===== src/rtl/core/mmgn_pkg.sv =====
// Package for the min-max gray normalizer.
// Holds the beat payload types, opcodes and the full-scale constant.
// No dependencies.
`default_nettype none

package mmgn_pkg;

   localparam logic [1:0] OP_FIRST   = 2'd0;
   localparam logic [1:0] OP_MEASURE = 2'd1;
   localparam logic [1:0] OP_SCALE   = 2'd2;

   localparam logic [7:0] FULL_SCALE = 8'd255;

   typedef struct packed {
      logic [1:0]         opcode;
      logic signed [31:0] sample;
   } req_type;

   typedef struct packed {
      logic [7:0] red;
      logic [7:0] green;
      logic [7:0] blue;
      logic       flat;
   } rsp_type;

endpackage

`default_nettype wire


===== src/rtl/core/min_max_gray_normalizer.sv =====
// Top level of the min-max gray normalizer.
// Depends on mmgn_pkg for the beat types, opcodes and full-scale constant.
`default_nettype none

// Measure beats (opcode 0 and 1) update the running extremes in the cycle
// they are accepted and the block is ready again on the next cycle. A scale
// beat (opcode 2) whose sample lies strictly between the extremes passes
// through these steps in order: the offsets, the numerator times 255, eight
// restoring subtract-and-compare steps (one quotient bit each) and the load
// of the result register. Flat range and clamped samples skip the division.
// The result register holds a finished beat while the block takes new
// measure beats; a scale beat waits in its last cycle only if the previous
// result is still stalled. Opcode 3 is accepted and dropped.
module min_max_gray_normalizer #(
   parameter int SAMPLE_WIDTH = 32
) (
   input  wire                   clock,
   input  wire                   reset,
   input  wire                   req_valid,
   output logic                  req_stall,
   input  wire mmgn_pkg::req_type req_data,
   output logic                  rsp_valid,
   input  wire                   rsp_stall,
   output mmgn_pkg::rsp_type     rsp_data
);

   localparam int W = SAMPLE_WIDTH;

   localparam logic [2:0] ST_IDLE   = 3'd0;
   localparam logic [2:0] ST_SETUP  = 3'd1;
   localparam logic [2:0] ST_SCALE  = 3'd2;
   localparam logic [2:0] ST_DIVIDE = 3'd3;
   localparam logic [2:0] ST_DONE   = 3'd4;

   localparam logic [1:0] MODE_DIV  = 2'd0;
   localparam logic [1:0] MODE_ZERO = 2'd1;
   localparam logic [1:0] MODE_FULL = 2'd2;
   localparam logic [1:0] MODE_FLAT = 2'd3;

   logic [2:0]          state_ff, state_in;
   logic signed [W-1:0] lo_ff, lo_in;
   logic signed [W-1:0] hi_ff, hi_in;
   logic signed [W-1:0] x_ff, x_in;
   logic signed [W-1:0] x_req;
   logic [W-1:0]        num_ff, num_in;
   logic [W-1:0]        den_ff, den_in;
   logic [W:0]          rem_ff, rem_in;
   logic [7:0]          quo_ff, quo_in;
   logic [2:0]          cnt_ff, cnt_in;
   logic [1:0]          mode_ff, mode_in;
   logic                out_valid_ff, out_valid_in;
   mmgn_pkg::rsp_type   out_ff, out_in;

   logic [W:0]          num_wide;
   logic [W:0]          den_wide;
   logic [W+7:0]        dividend;
   logic [W:0]          trial;
   logic [W+1:0]        diff;
   logic                borrow;
   logic                accept;
   logic                load_out;
   logic [7:0]          gray;

   generate
      if (W <= 32) begin : g_narrow
         assign x_req = req_data.sample[W-1:0];
      end else begin : g_wide
         assign x_req = {{(W-32){req_data.sample[31]}}, req_data.sample};
      end
   endgenerate

   assign req_stall = (state_ff != ST_IDLE);
   assign accept    = req_valid & ~req_stall;
   assign rsp_valid = out_valid_ff;
   assign rsp_data  = out_ff;

   assign num_wide = {x_ff[W-1], x_ff} - {lo_ff[W-1], lo_ff};
   assign den_wide = {hi_ff[W-1], hi_ff} - {lo_ff[W-1], lo_ff};
   assign dividend = {num_ff, 8'd0} - {8'd0, num_ff};
   assign trial    = {rem_ff[W-1:0], quo_ff[7]};
   assign diff     = {1'b0, trial} - {2'b00, den_ff};
   assign borrow   = diff[W+1];
   assign load_out = (state_ff == ST_DONE) && (!out_valid_ff || !rsp_stall);

   always_comb begin
      case (mode_ff)
         MODE_DIV:  gray = quo_ff;
         MODE_FULL: gray = mmgn_pkg::FULL_SCALE;
         default:   gray = 8'd0;
      endcase
   end

   always_comb begin
      state_in     = state_ff;
      lo_in        = lo_ff;
      hi_in        = hi_ff;
      x_in         = x_ff;
      num_in       = num_ff;
      den_in       = den_ff;
      rem_in       = rem_ff;
      quo_in       = quo_ff;
      cnt_in       = cnt_ff;
      mode_in      = mode_ff;
      out_in       = out_ff;
      out_valid_in = out_valid_ff & rsp_stall;

      unique case (state_ff)
         ST_IDLE: begin
            if (accept) begin
               x_in = x_req;
               unique case (req_data.opcode)
                  mmgn_pkg::OP_FIRST: begin
                     lo_in = x_req;
                     hi_in = x_req;
                  end
                  mmgn_pkg::OP_MEASURE: begin
                     if (x_req < lo_ff) begin
                        lo_in = x_req;
                     end
                     if (x_req > hi_ff) begin
                        hi_in = x_req;
                     end
                  end
                  mmgn_pkg::OP_SCALE: begin
                     state_in = ST_SETUP;
                  end
                  default: begin
                  end
               endcase
            end
         end
         ST_SETUP: begin
            num_in = num_wide[W-1:0];
            den_in = den_wide[W-1:0];
            if (hi_ff <= lo_ff) begin
               mode_in  = MODE_FLAT;
               state_in = ST_DONE;
            end else if (x_ff <= lo_ff) begin
               mode_in  = MODE_ZERO;
               state_in = ST_DONE;
            end else if (x_ff >= hi_ff) begin
               mode_in  = MODE_FULL;
               state_in = ST_DONE;
            end else begin
               mode_in  = MODE_DIV;
               state_in = ST_SCALE;
            end
         end
         ST_SCALE: begin
            rem_in   = {1'b0, dividend[W+7:8]};
            quo_in   = dividend[7:0];
            cnt_in   = 3'd0;
            state_in = ST_DIVIDE;
         end
         ST_DIVIDE: begin
            rem_in = borrow ? trial : diff[W:0];
            quo_in = {quo_ff[6:0], ~borrow};
            cnt_in = cnt_ff + 3'd1;
            if (cnt_ff == 3'd7) begin
               state_in = ST_DONE;
            end
         end
         ST_DONE: begin
            if (load_out) begin
               out_in.red   = gray;
               out_in.green = gray;
               out_in.blue  = gray;
               out_in.flat  = (mode_ff == MODE_FLAT);
               out_valid_in = 1'b1;
               state_in     = ST_IDLE;
            end
         end
         default: begin
            state_in = ST_IDLE;
         end
      endcase
   end

   always_ff @(posedge clock) begin
      if (reset) begin
         state_ff     <= ST_IDLE;
         lo_ff        <= '0;
         hi_ff        <= '0;
         out_valid_ff <= 1'b0;
         cnt_ff       <= 3'd0;
         mode_ff      <= MODE_FLAT;
      end else begin
         state_ff     <= state_in;
         lo_ff        <= lo_in;
         hi_ff        <= hi_in;
         out_valid_ff <= out_valid_in;
         cnt_ff       <= cnt_in;
         mode_ff      <= mode_in;
      end
   end

   always_ff @(posedge clock) begin
      x_ff   <= x_in;
      num_ff <= num_in;
      den_ff <= den_in;
      rem_ff <= rem_in;
      quo_ff <= quo_in;
      out_ff <= out_in;
   end

endmodule

`default_nettype wire


===== config.mk =====
export PLATFORM = sky130hd
export DESIGN_NAME = min_max_gray_normalizer
export DESIGN_NICKNAME = d
export VERILOG_FILES = /design/src/rtl/core/mmgn_pkg.sv /design/src/rtl/core/min_max_gray_normalizer.sv
export SDC_FILE = /design/constraint.sdc
export NUM_CORES = 1
export LEC_CHECK = 0
export BUFFER_PORTS_ARGS = -buffer_cell sky130_fd_sc_hd__buf_2
export CORE_MARGIN = 2
export CORE_UTILIZATION = 45
export DETAILED_ROUTE_END_ITERATION = 8
export PLACE_DENSITY = 0.72
export REMOVE_ABC_BUFFERS = 1
export SLEW_MARGIN = 25
export SYNTH_ARGS = -nofsm -noshare
export SYNTH_HDL_FRONTEND = slang
export SYNTH_SLANG_ARGS = --single-unit
export TNS_END_PERCENT = 50

===== constraint.sdc =====
create_clock -name clock -period 10.8 [get_ports clock]
set_input_delay 1.62 -clock clock [delete_from_list [all_inputs] [get_ports clock]]
set_output_delay 1.62 -clock clock [all_outputs]
set_load 0.1 [all_outputs]

==> results of run 1 <==
-- worst max-delay path, cell delays in order --
cell and delay, ps:
buf_2 140, ha_1 420, nand4_1 230, nor4_2 490, inv_2 50, or4_4 580
o2111ai_2 520, buf_4 400, nand3_1 130, a21oi_1 180
-- where the power goes --
group / internal, mW / total, mW / switching, mW
registers: 0.953 / 0.980 / 0.0272
logic: 0.272 / 0.677 / 0.405
clock network: 0.517 / 0.870 / 0.353
total: 1.74 / 2.53 / 0.785
-- layer usage --
| metal | vias up | part of all wire (%) | wire [um] |
|---|---|---|---|
| met5 | - | 0 | 0 |
| met3 | 121 | 5.0 | 2260 |
| met4 | 0 | 4.9 | 2200 |
| li1 | 6960 | - | - |
| met1 | 6694 | 43 | 19500 |
| met2 | 451 | 47 | 21200 |
-- worst min path at each step --
stage,slack (ps),from,cells after the start,endpoint
final,480,cnt_ff[2],2,cnt_ff[2]
after global routing,500,cnt_ff[2],2,cnt_ff[2]
after CTS,470,cnt_ff[2],2,cnt_ff[2]
after detailed placement,460,cnt_ff[2],2,cnt_ff[2]
after global placement,440,cnt_ff[1],2,cnt_ff[1]
after floorplan,430,cnt_ff[1],2,cnt_ff[1]
-- flip-flops by register name, summed over array words and instances, names as in the netlist --
signal,cells
den_ff,32
hi_ff,32
lo_ff,32
num_ff,32
rem_ff,32
x_ff,32
rsp_data,9
quo_ff,8
cnt_ff,3
state_ff,3
mode_ff,2
rsp_valid,1
-- area by class of cell --
cell class,instances,area share [%]
inverters,161,3.25
clock inverters,17,1.06
clock buffers,26,3.38
flip-flops and latches,218,31.3
well taps,511,3.44
multi-input cells,1433,55.4
repair buffers,76,2.21
-- placed cells by master (no fill, tap or decap), types with 7 or more instances in the layout --
cell       instances
buf_4             12
nor3_1            31
o21ai_1           26
o21a_1            20
o21bai_1          20
clkbuf_16         25
and2_1             9
and3_1            13
a21boi_0          11
edfxtp_1         145
o31ai_1           12
xnor2_1           75
ha_1             218
nand3_1           62
o211ai_1           8
a21oi_1          185
nand2b_1          19
xor2_1            38
nand2_1           97
a31oi_1           20
nor2_1           155
a21o_1            93
nand4_1           44
inv_1            160
and4_1             7
mux2i_1           51
a211oi_1          12
o21ai_0           73
nor4_1             8
or3_1              8
buf_2             64
nor2b_1           18
dfxtp_1           73
-- logic make-up after synthesis --
logic type	count (synthesis)	synth area share [%]
muxes	52	3.05
xor gates and xnor gates	113	5.79
DFF	218	34.0
buffers and inverters	230	5.81
AOI/OAI and AO/OA	553	20.9
adders and majority gates	221	16.3
and+or+nand+nor	494	14.1
==> flow_metrics.tcl, run 1 <==
set metrics [dict create \
    netlist_top_cells_count "ha_1 (218), a21oi_1 (185), inv_1 (160)" \
    synth_area_leader_cell "edfxtp_1" \
    final_area_um2 18600 \
    start_util_pct 45.5 \
    yosysSeqAreaShare_pct 34.0 \
    dr.first_iter.drc_count 729 \
    gp_congestion 0.980 \
    finalWorstPathRequiredPeriod_ps 4330 \
    num-nets-final 2173 \
    post_synth_num_cell_types 88 \
    stdcell_count 2442 \
    root_buffer "clkbuf_16" \
    fin_ws_ps 6480 \
    multi_input_area_um2 10300 \
    yosys.area.top_type_share_pct 25.5 \
    worstSetupPathType "in2reg" \
    synth-async-reset-ratio_pct 0 \
    die_height_um 199 \
    cts-buffers-inserted 24 \
    hold_path.class "reg2reg" \
    cp_max_fo 24 \
    synth_edf_count 145 \
    grt_pass1_vias 13800 \
    max_freq_mhz 231 \
    rows 71 \
    grt-ovfl-total 0 \
    track_usage_pct 22.8 \
    setup_viol 0 \
    grt_use_met2_pct 38.8 \
    syn_to_final_growth_pct 8.77 \
    core_area_um2 37600 \
    r2r-start "rem_ff[10]" \
    antenna_found_initial 0 \
    grt_most_used_layer "met2" \
    p_leak_nw 7.77 \
    synth-seq-cells 218 \
    r2r-end "rem_ff[13]" \
    critPathCapture "hi_ff[17]" \
    reg2reg_depth 11 \
    placed_area_um2 17800 \
    power-per-cell-area_nw_per_um2 136 \
    r2r_setup_slack_ps 6920 \
    cts_resized 0 \
    fillers 3477 \
    holdWs_ps 478 \
    portBuffers 64 \
    synth-main-ff-cell "edfxtp_1" \
    critPathLaunchType "input port" \
    die_x_um 199 \
    setup_tns_ps 0 \
    drc_errors 0 \
    yosysWarningCount 0 \
    dp.cells 2399 \
    finalPower_mw 2.53 \
    min_period_over_period_pct 40.0 \
    postCtsSetupRepairBufs 0 \
    synth.avg_cell_area_um2 9.09 \
    tightest_slew_ps 897 \
    layout-drive-gt1-share_pct 7.72 \
    area.sequential_um2 5820 \
    vias 14200 \
    fin_worst_skew_ps 18.3 \
    end_kind "register" \
    syn_inst 1881 \
    dp.final_hpwl_um 35100 \
    worst-endpoint-required_ps 11260 \
    max_cap_violations 0 \
    ant_nets 0 \
    synth_area_leaders "edfxtp_1 (25%), ha_1 (16%), dfxtp_1 (8.5%), a21oi_1 (5.4%), a21o_1 (4.1%)" \
    boundaryPins 65 \
    num_antenna_cells 0 \
    drv_slew 0 \
    met1_usage_pct 29.0 \
    postCtsHoldBufs 0 \
    final-hold-violation-count 0 \
    status "completed" \
    place_ws_ps 5910 \
    vdd_drop_max_mv 0.137 \
    dieArea_um2 39600 \
    wire_per_inst_um 18.5 \
    clock_sinks 218 \
    rsz0062_at_grt "false" \
    slew_headroom_pct 40.2 \
    met3_usage_pct 2.34 \
    yosysMostFrequentCell "ha_1" \
    clkSlewWorstSetupHoldPaths_ps 70 \
    grt_max_degree 70 \
    firstDrtPassIters 7 \
    cts_tree "yes" \
    clock_latency_ps 540 \
    cp.arrival_ps 4790 \
    clock_path_buffers 3 \
    grt_pass1_wl_um 71800 \
    final_util_pct 49.5 \
    h-tree-depth 1 \
    drt-total-wl_um 45200 \
    setup.worst_path.start "req_data[31]" \
    vias_per_cell 5.83 \
    syn_area_um2 17100 \
]
Note: power is estimated with default switching activity, not from simulation.
==> run 2, diff against run 1 <==
==> constraint.sdc (replaced) <==
create_clock -name clock -period 4.37 [get_ports clock]
set_input_delay 0.6555 -clock clock [delete_from_list [all_inputs] [get_ports clock]]
set_output_delay 0.6555 -clock clock [all_outputs]
set_load 0.1 [all_outputs]
==> run 2 against run 1 <==
Final area up 0.52%; via count down 1.5%; worst hold slack worse by 120 ps; clock power rose to 2.6 times the previous value; routed wire length down 0.88%; sequential share of layout area down 0.16 points; combinational power up 150%; flip-flop and latch count unchanged; first-iteration DRC count up 32%; setup slack worse by 5600 ps; global-route usage down 0.14 points; power rose to 2.5 times the previous value; largest cell class unchanged.
==> flow_metrics.tcl, run 2 (synthesized netlist as in run 1, its figures left out) <==
set metrics [dict create \
    dieArea_um2 39600 \
    antenna_found_initial 1 \
    grt_pass1_wl_um 70800 \
    firstDrtPassIters 7 \
    end_kind "register" \
    r2r-end "rem_ff[25]" \
    core_area_um2 37600 \
    tightest_slew_ps 904 \
    crit_top_cell "mux2i_1" \
    min_delay_path_depth 1 \
    power-per-cell-area_nw_per_um2 339 \
    max_cap_violations 0 \
    die_height_um 199 \
    final-hold-violation-count 0 \
    setup_tns_ps 0 \
    clock_latency_ps 540 \
    cp_max_fo 31 \
    rows 71 \
    postCtsSetupRepairBufs 0 \
    num_antenna_cells 0 \
    layout_common_cells "ha_1 (218), a21oi_1 (185), inv_1 (160)" \
    worst-endpoint-required_ps 4630 \
    finalWorstPathRequiredPeriod_ps 3490 \
    vdd_drop_max_mv 0.319 \
    holdWs_ps 358 \
    start_util_pct 45.5 \
    layout-drive-gt1-share_pct 8.05 \
    ant_nets 0 \
    clock_sinks 218 \
    r2r-start "den_ff[10]" \
    worstSetupPathType "reg2reg" \
    rsz0062_at_grt "false" \
    min_period_over_period_pct 79.8 \
    grt_pass1_vias 13600 \
    hold_end "x_ff[2]" \
    hold_path.class "in2reg" \
    die_x_um 199 \
    final_common_cell "ha_1" \
    cts_resized 0 \
    reg2reg_depth 12 \
    max_freq_mhz 287 \
    boundaryPins 65 \
    slowest_delay_ps 450 \
    place_ws_ps 869 \
    track_usage_pct 22.7 \
    cts_tree "yes" \
    min_from "req_data[2]" \
    crit_chain "inv_1, ha_1, and3_1, nand2_1, o21bai_1, or4b_4, nand4_2, a21oi_2, or2_1, buf_4, mux2i_1, mux2i_1" \
    setup_viol 0 \
    p_leak_nw 7.82 \
    portBuffers 64 \
    drv_slew 0 \
    gp_congestion 0.958 \
    r2r_setup_slack_ps 880 \
    postCtsHoldBufs 0 \
    clock_path_buffers 3 \
    dr.first_iter.drc_count 959 \
    grt-ovfl-total 0 \
    grt_max_degree 50 \
    vias_per_cell 5.72 \
    syn_to_final_growth_pct 9.33 \
    h-tree-depth 1 \
    drt-total-wl_um 44800 \
    num-nets-final 2178 \
    slew_headroom_pct 39.2 \
    cts-buffers-inserted 25 \
    status "completed" \
    root_buffer "clkbuf_16" \
    fin_ws_ps 884 \
    fin_worst_skew_ps 25.9 \
    clkSlewWorstSetupHoldPaths_ps 60 \
    critPathLaunchType "register" \
    critical-path-slowest-cell "a21oi_2" \
    wire_per_inst_um 18.3 \
    vias 14000 \
    cp.arrival_ps 3740 \
    finalPower_mw 6.35 \
    dp.final_hpwl_um 35900 \
    drc_errors 0 \
]
run 2: layout make-up:
| type | instances | area [um2] |
|---|---|---|
| Tap cell | 511 | 639 |
| Inverter | 161 | 604 |
| Sequential cell | 218 | 5820 |
| Fill cell | 3460 | 18900 |
| Multi-Input combinational cell | 1433 | 10300 |
| Clock buffer | 28 | 647 |
| Timing Repair Buffer | 80 | 440 |
| Clock inverter | 18 | 240 |
run 2: worst max-delay path, delay by kind of cell (launching register included):
kind | cells | cell delay, ps
buffers and inverters | 2 | 460
adder cells (fa/ha/maj) | 1 | 370
flip-flops | 1 | 370
AND/OR/NAND/NOR | 5 | 870
AO/OA/AOI/OAI | 2 | 730
multiplexers | 2 | 380
run 2: stage by stage:
step | instances | utilization [%] | area (um2)
6_report | 2449 | 49.8 | 18700
5_1_grt | 2449 | 49.8 | 18700
4_1_cts | 2449 | 49.8 | 18700
3_5_place_dp | 2403 | 47.4 | 17800
3_3_place_gp | 2403 | 47.4 | 17800
2_1_floorplan | 1812 | - | 16700
run 2: layer usage:
metal  part of all wire, %  wire length [um]  global-route usage (%)
met1                    44             19900                    29.8
met2                    47             21000                    38.4
met3                   4.6              2070                    1.81
met4                   4.2              1880                    9.87
met5                     0                 0                       0
run 2: worst max path at each step:
stage,startpoint,end,depth (start not counted)
after floorplan,state_ff[0],state_ff[1],4
after global placement,req_data[11],hi_ff[30],11
after detailed placement,req_data[31],hi_ff[29],12
after CTS,den_ff[10],rem_ff[25],12
after global routing,lo_ff[1],num_ff[29],11
final,den_ff[10],rem_ff[25],12
run 2: where the power goes:
part | switching, mW | internal (mW)
clock | 0.879 | 1.37
sequential | 0.0664 | 2.36
combinational | 0.996 | 0.676
